## config.mk

```make
export PLATFORM = sky130hd
export DESIGN_NAME = rai_front
export DESIGN_NICKNAME = d
export VERILOG_FILES = /design/src/sv/rai_pkg.sv /design/src/sv/rai_front.sv
export SDC_FILE = /design/constraint.sdc
export NUM_CORES = 1
export LEC_CHECK = 0
export ABC_AREA = 1
export BUFFER_PORTS_ARGS = -buffer_cell sky130_fd_sc_hd__buf_2
export CORE_AREA = 2 2 323 325
export CTS_BUF_LIST = sky130_fd_sc_hd__clkbuf_8
export CTS_CLUSTER_SIZE = 10
export DETAILED_ROUTE_END_ITERATION = 16
export DIE_AREA = 0 0 325 327
export PLACE_DENSITY = 0.66
export SYNTH_ARGS = -nofsm -noshare
export SYNTH_HDL_FRONTEND = slang
export SYNTH_SLANG_ARGS = --single-unit
export TNS_END_PERCENT = 10
```

## constraint.sdc

```tcl
create_clock -name clock -period 44.8 [get_ports clock]
set_input_delay 2.24 -clock clock [delete_from_list [all_inputs] [get_ports clock]]
set_output_delay 2.24 -clock clock [all_outputs]
set_load 0.01 [all_outputs]
```

## src/sv/rai_pkg.sv

```systemverilog
`default_nettype none

package rai_pkg;

   // Number of tested axes, starting with x; values above three act as three
   localparam int DIMENSIONS = 3;
   localparam int AXES       = (DIMENSIONS < 3) ? DIMENSIONS : 3;
   localparam int AXIS_W     = (AXES > 1) ? $clog2(AXES) : 1;

   // Q16.16 words and the widths of the ray parameter divide
   localparam int WORD_W         = 32;
   localparam int FRAC_W         = 16;
   localparam int DIFF_W         = WORD_W + 1;
   localparam int NUM_W          = WORD_W + FRAC_W;
   localparam int QUO_W          = WORD_W;
   localparam int T_W            = WORD_W - 1;
   localparam int BITS_PER_STAGE = 4;
   localparam int DIV_STAGES     = QUO_W / BITS_PER_STAGE;
   localparam int PROD_W         = 2 * WORD_W;
   localparam int COORD_W        = NUM_W + 1;

   // Register map: lower corner x, y, z then upper corner x, y, z
   localparam int CSR_INDEX_W = 3;
   localparam logic [CSR_INDEX_W-1:0] CSR_BOX_MIN_BASE = 3'd0;
   localparam logic [CSR_INDEX_W-1:0] CSR_BOX_MAX_BASE = 3'd3;

   typedef logic [WORD_W-1:0] word_type;
   typedef word_type [AXES-1:0] vec_type;

   // Per-ray control and payload that travels down the pipeline
   typedef struct packed {
      logic            valid;
      logic            org_in_box;
      logic [AXES-1:0] left;
      logic [AXES-1:0] right;
      logic [AXES-1:0] t_ok;
      vec_type         org;
      vec_type         dir;
   } ray_info_type;

endpackage

`default_nettype wire

```

## src/sv/rai_front.sv

```systemverilog
`default_nettype none

module rai_front (
   input  wire logic                       clock,
   input  wire logic                       reset,
   input  wire logic                       advance,
   input  wire logic                       in_valid,
   input  wire rai_pkg::vec_type           org,
   input  wire rai_pkg::vec_type           dir,
   input  wire rai_pkg::vec_type           box_min,
   input  wire rai_pkg::vec_type           box_max,
   output rai_pkg::ray_info_type           info_out,
   output logic [rai_pkg::AXES-1:0][rai_pkg::NUM_W-1:0]  num_out,
   output logic [rai_pkg::AXES-1:0][rai_pkg::WORD_W-1:0] den_out
);

   rai_pkg::ray_info_type s1_info_in, s1_info_ff;
   logic [rai_pkg::AXES-1:0][rai_pkg::DIFF_W-1:0] s1_diff_in, s1_diff_ff;

   rai_pkg::ray_info_type s2_info_in, s2_info_ff;
   logic [rai_pkg::AXES-1:0][rai_pkg::NUM_W-1:0]  s2_num_in, s2_num_ff;
   logic [rai_pkg::AXES-1:0][rai_pkg::WORD_W-1:0] s2_den_in, s2_den_ff;

   // Classify each axis and take the distance to its candidate plane
   always_comb begin
      logic lt, gt;
      logic signed [rai_pkg::DIFF_W-1:0] d_min, d_max;
      s1_info_in        = '0;
      s1_info_in.valid  = in_valid;
      s1_info_in.org    = org;
      s1_info_in.dir    = dir;
      for (int i = 0; i < rai_pkg::AXES; i++) begin
         lt = $signed(org[i]) < $signed(box_min[i]);
         gt = $signed(org[i]) > $signed(box_max[i]);
         d_min = $signed({box_min[i][rai_pkg::WORD_W-1], box_min[i]})
               - $signed({org[i][rai_pkg::WORD_W-1], org[i]});
         d_max = $signed({box_max[i][rai_pkg::WORD_W-1], box_max[i]})
               - $signed({org[i][rai_pkg::WORD_W-1], org[i]});
         s1_info_in.left[i]  = lt;
         s1_info_in.right[i] = !lt && gt;
         s1_diff_in[i]       = lt ? d_min : d_max;
      end
      s1_info_in.org_in_box = ~|(s1_info_in.left | s1_info_in.right);
   end

   always_ff @(posedge clock) begin
      if (reset) begin
         s1_info_ff.valid <= 1'b0;
      end else if (advance) begin
         s1_info_ff <= s1_info_in;
         s1_diff_ff <= s1_diff_in;
      end
   end

   // Form unsigned dividend and divisor; flag axes whose t is not negative
   // (a pointing-away axis still counts when its quotient truncates to zero)
   always_comb begin
      logic [rai_pkg::DIFF_W-1:0] mag;
      logic [rai_pkg::WORD_W-1:0] dmag;
      logic                       dneg, dnz;
      s2_info_in = s1_info_ff;
      for (int i = 0; i < rai_pkg::AXES; i++) begin
         mag  = s1_diff_ff[i][rai_pkg::DIFF_W-1] ? (~s1_diff_ff[i] + 1'b1) : s1_diff_ff[i];
         dneg = s1_info_ff.dir[i][rai_pkg::WORD_W-1];
         dnz  = |s1_info_ff.dir[i];
         dmag = dneg ? (~s1_info_ff.dir[i] + 1'b1) : s1_info_ff.dir[i];
         s2_num_in[i] = {mag[rai_pkg::WORD_W-1:0], {rai_pkg::FRAC_W{1'b0}}};
         s2_info_in.t_ok[i] = dnz && ((s1_info_ff.left[i] && !dneg)
                                   || (s1_info_ff.right[i] && dneg)
                                   || ((s1_info_ff.left[i] || s1_info_ff.right[i])
                                       && (s2_num_in[i] < rai_pkg::NUM_W'(dmag))));
         s2_den_in[i] = dnz ? dmag : rai_pkg::WORD_W'(1);
      end
   end

   always_ff @(posedge clock) begin
      if (reset) begin
         s2_info_ff.valid <= 1'b0;
      end else if (advance) begin
         s2_info_ff <= s2_info_in;
         s2_num_ff  <= s2_num_in;
         s2_den_ff  <= s2_den_in;
      end
   end

   assign info_out = s2_info_ff;
   assign num_out  = s2_num_ff;
   assign den_out  = s2_den_ff;

endmodule

`default_nettype wire

```

==> results.tsv <==
stage	metric	value	unit
sta	clock_skew	0.0319	ns
cells_and_area	fill_cells	10000	
die	pin_count	831	
worst_setup_path	rr_worst_depth	22	
sta	fmax	0.175	GHz
power	power.leakage	22.0	nW
route	post_drt_wl_per_cell	21.4	um
die	num_rows	118	
cells_and_area	syn_to_final_growth	18.6	%
power	peakVddDrop	23.1	uV
clocking	insertion_delay	0.79	ns
hold_path	hp-start	s1_info_ff[117]	
job	maxCapViolCount	0	
yosys	synth-seq-cells	694	
global_routing	grt_pass1_vias	34200	
yosys	syn_area_per_cell	9.05	um^2
worst_setup_path	cp.buffers_inverters	6	
worst_setup_path	r2r_setup_slack	40.46	ns
clocking	cts_setup_buffers	0	
yosys	yosysWarnings	0	
sta	max_slew_margin	0.316	
route	drt_iter0_markers	2871	
die	core_area	103000	um^2
yosys	ys_seq_area_frac	0.503	
route	postRouteAntennaNets	0	
global_routing	antenna_found_initial	31	
global_routing	grt_pass1_wl	213000	um
clocking	cts_buffers	116	
sta	finalHoldViolations	0	
yosys	muxShareOfSynthArea	0.00193	
worst_setup_path	cp-start-kind	input pin	
yosys	synth_top_family_by_area	simple AND/OR/NAND/NOR gates	
worst_setup_path	path_delay_family	buffers and inverters	
worst_setup_path	critPathCaptureType	register	
yosys	ys_async_sr_fraction	0	
sta	fin_crit_sh	0.128	
yosys	ys.flop_type	edfxtp_1	
sta	period_needed	5.72	ns
die	initial_utilization	0.402	
clocking	tritoncts_num_sinks	694	
route	wirelength	148000	um
clocking	hold_buffers	0	
yosys	syn_inst	4572	
worst_setup_path	critical_path_depth	7	
clocking	h-tree-depth	3	
yosys	synth-edff-count	692	
sta	finalSetupTns	0	ns
placement	io_buffers	782	
die	die-height	327	um
cells_and_area	drive_above_1_share	0.185	
placement	hpwl	123000	um
sta	grt_setup_unrepaired	no	
clocking	clk_pin_slew	0.06	ns
worst_setup_path	cp.required	45.18	ns
yosys	yosys.area_share.simple	0.200	
yosys	synth_cell_types	57	
worst_setup_path	path_cells	buf_2 > inv_1 > nor2_4 > buf_4 > buf_4 > buf_4 > buf_4	
power	power.density	37.2	nW/um^2
global_routing	grt_usage	0.269	
cells_and_area	final_common_cell	nand2_1	
worst_setup_path	r2r_end	info_out[192]	
worst_setup_path	crit_arrival	6.11	ns
die	die_w	325	um
clocking	clockBufferDepth	3	
worst_setup_path	cp_max_fo	69	
sta	fin_ws	39.08	ns
worst_setup_path	crit_type	input pin to register	
clocking	root_buffer	clkbuf_8	
yosys	synth_compound_area_frac	0.0955	
hold_path	hold_end	info_out[117]	
placement	gp_congestion	0.995	
global_routing	grt-ovfl-total	0	
worst_setup_path	r2r-start	s1_info_ff[0]	
clocking	cts_resized	0	
route	viasPerCell	5.16	
global_routing	grt_max_degree	86	
sta	setup_violations	0	
route	vias	35700	
sta	slew_violations	0	
yosys	netlist_area	41400	um^2
clocking	tritoncts	yes	
route	route.detailed.drc	0	
worst_setup_path	max_stage_delay	0.78	ns
hold_path	hold_path.class	register to register	
sta	worstMarginPinSlew	1.03	ns
yosys	synth_xor_area_frac	0.0529	
worst_setup_path	path_common_cell	buf_4	
placement	dp_slack	38.18	ns
cells_and_area	nets	6078	
cells_and_area	final_cell_mix	nand2_1, buf_2, edfxtp_1, inv_1, nor2_1	
die	dieArea	106000	um^2
outcome	status	complete, no violations	
yosys	synth_adder_area_share	0.0773	
route	dr.pass1.iters	6	
hold_path	holdPathStages	0	
worst_setup_path	crit_slowest_cell	buf_4	
[how the worst max path moves through the flow]
stage	startpoint	endpoint	slack (ns)
floorplan	advance	den_out[0]	11.87
global placement	advance	info_out[105]	38.32
detailed placement	advance	info_out[105]	38.18
CTS	advance	info_out[105]	39.08
global route	advance	info_out[113]	38.81
finish	advance	s1_info_ff[117]	39.08
[Yosys cell counts, types with 39 or more instances]
| cell type | count | share of area |
|---|---|---|
| a21o_1 | 45 | 0.0082 |
| a21oi_1 | 289 | 0.035 |
| buf_4 | 52 | 0.0094 |
| edfxtp_1 | 692 | 0.50 |
| ha_1 | 246 | 0.074 |
| inv_1 | 568 | 0.052 |
| nand2_1 | 1041 | 0.094 |
| nand3_1 | 229 | 0.028 |
| nand3b_1 | 40 | 0.0073 |
| nand4_1 | 63 | 0.0095 |
| nor2_1 | 491 | 0.045 |
| nor3_1 | 39 | 0.0047 |
| o21ai_0 | 211 | 0.026 |
| o21ai_1 | 49 | 0.0059 |
| xnor2_1 | 72 | 0.015 |
| xor2_1 | 178 | 0.038 |
[sequential cells by signal, summed over array words and instances (netlist names)]
signal      cells
info_out      203
num_out        96
s1_diff_ff     99
den_out        96
s1_info_ff    200
[per-layer routing]
metal / wire length, um / track usage / part of all wire
met3: 11700 / 0.0585 / 0.079
met2: 69000 / 0.446 / 0.47
met1: 61600 / 0.346 / 0.42
met5: 69 / 0 / 0.00047
met4: 5740 / 0.103 / 0.039
[worst reg2reg max path: stages, from the launching register on]
cell and delay, ns:
edfxtp_1 0.39, inv_1 0.21, ha_1 0.24, nand2_1 0.12, nor2_2 0.21, nand3b_2 0.17
nor4_4 0.21, nand2_1 0.14, o31ai_2 0.23, xor2_1 0.33, inv_1 0.09, ha_1 0.28
nand2_1 0.08, nor3_1 0.26, nand2_1 0.08, nor2_1 0.21, nand3_1 0.11, nor2_1 0.13
nand3_1 0.09, nor2_1 0.09, nand2_1 0.19, nand4_1 0.17, a21oi_1 0.07
[where the power goes]
part / switching, W / leakage (nW) / total (W) / internal (W)
sequential: 0.0000317 / 6.51 / 0.000809 / 0.000777
clock: 0.000276 / 1.27 / 0.000592 / 0.000316
combinational: 0.000286 / 14.2 / 0.000423 / 0.000138
total: 0.000593 / 22.0 / 0.00182 / 0.00123
[cells by family (layout without fill, tap and decap cells)]
kind of cell | after synthesis | in the layout
AO/OA/AOI/OAI | 713 | 713
other | 1 | 60
XOR/XNOR | 250 | 250
buffers and inverters | 680 | 1593
AND/OR/NAND/NOR | 1974 | 1974
multiplexers | 8 | 8
adder cells (fa/ha/maj) | 252 | 252
flip-flops | 694 | 694
[metrics by stage]
step | utilization | hold slack, ns | instances | total power (W) | cell area (um^2)
CTS | 0.477 | 0.398 | 6912 | 0.00184 | 49100
global placement | 0.454 | 0.400 | 6700 | 0.00124 | 46700
finish | 0.477 | 0.401 | 6924 | 0.00182 | 49100
detailed placement | 0.454 | 0.405 | 6700 | 0.00124 | 46700
global route | 0.477 | 0.414 | 6918 | 0.00192 | 49100
floorplan | - | 0.400 | 4619 | 0.00111 | 41600
[area by class of cell]
class	count	area, um^2	area share
Tap cell	1380	1730	0.0352
Antenna cell	12	30.0	0.000612
Clock inverter	95	797	0.0162
Inverter	583	2190	0.0446
Multi-Input combinational cell	3245	17900	0.365
Timing Repair Buffer	798	4030	0.0821
Clock buffer	117	1610	0.0328
Sequential cell	694	20800	0.424
No activity file was read; power rests on OpenSTA's default activity.
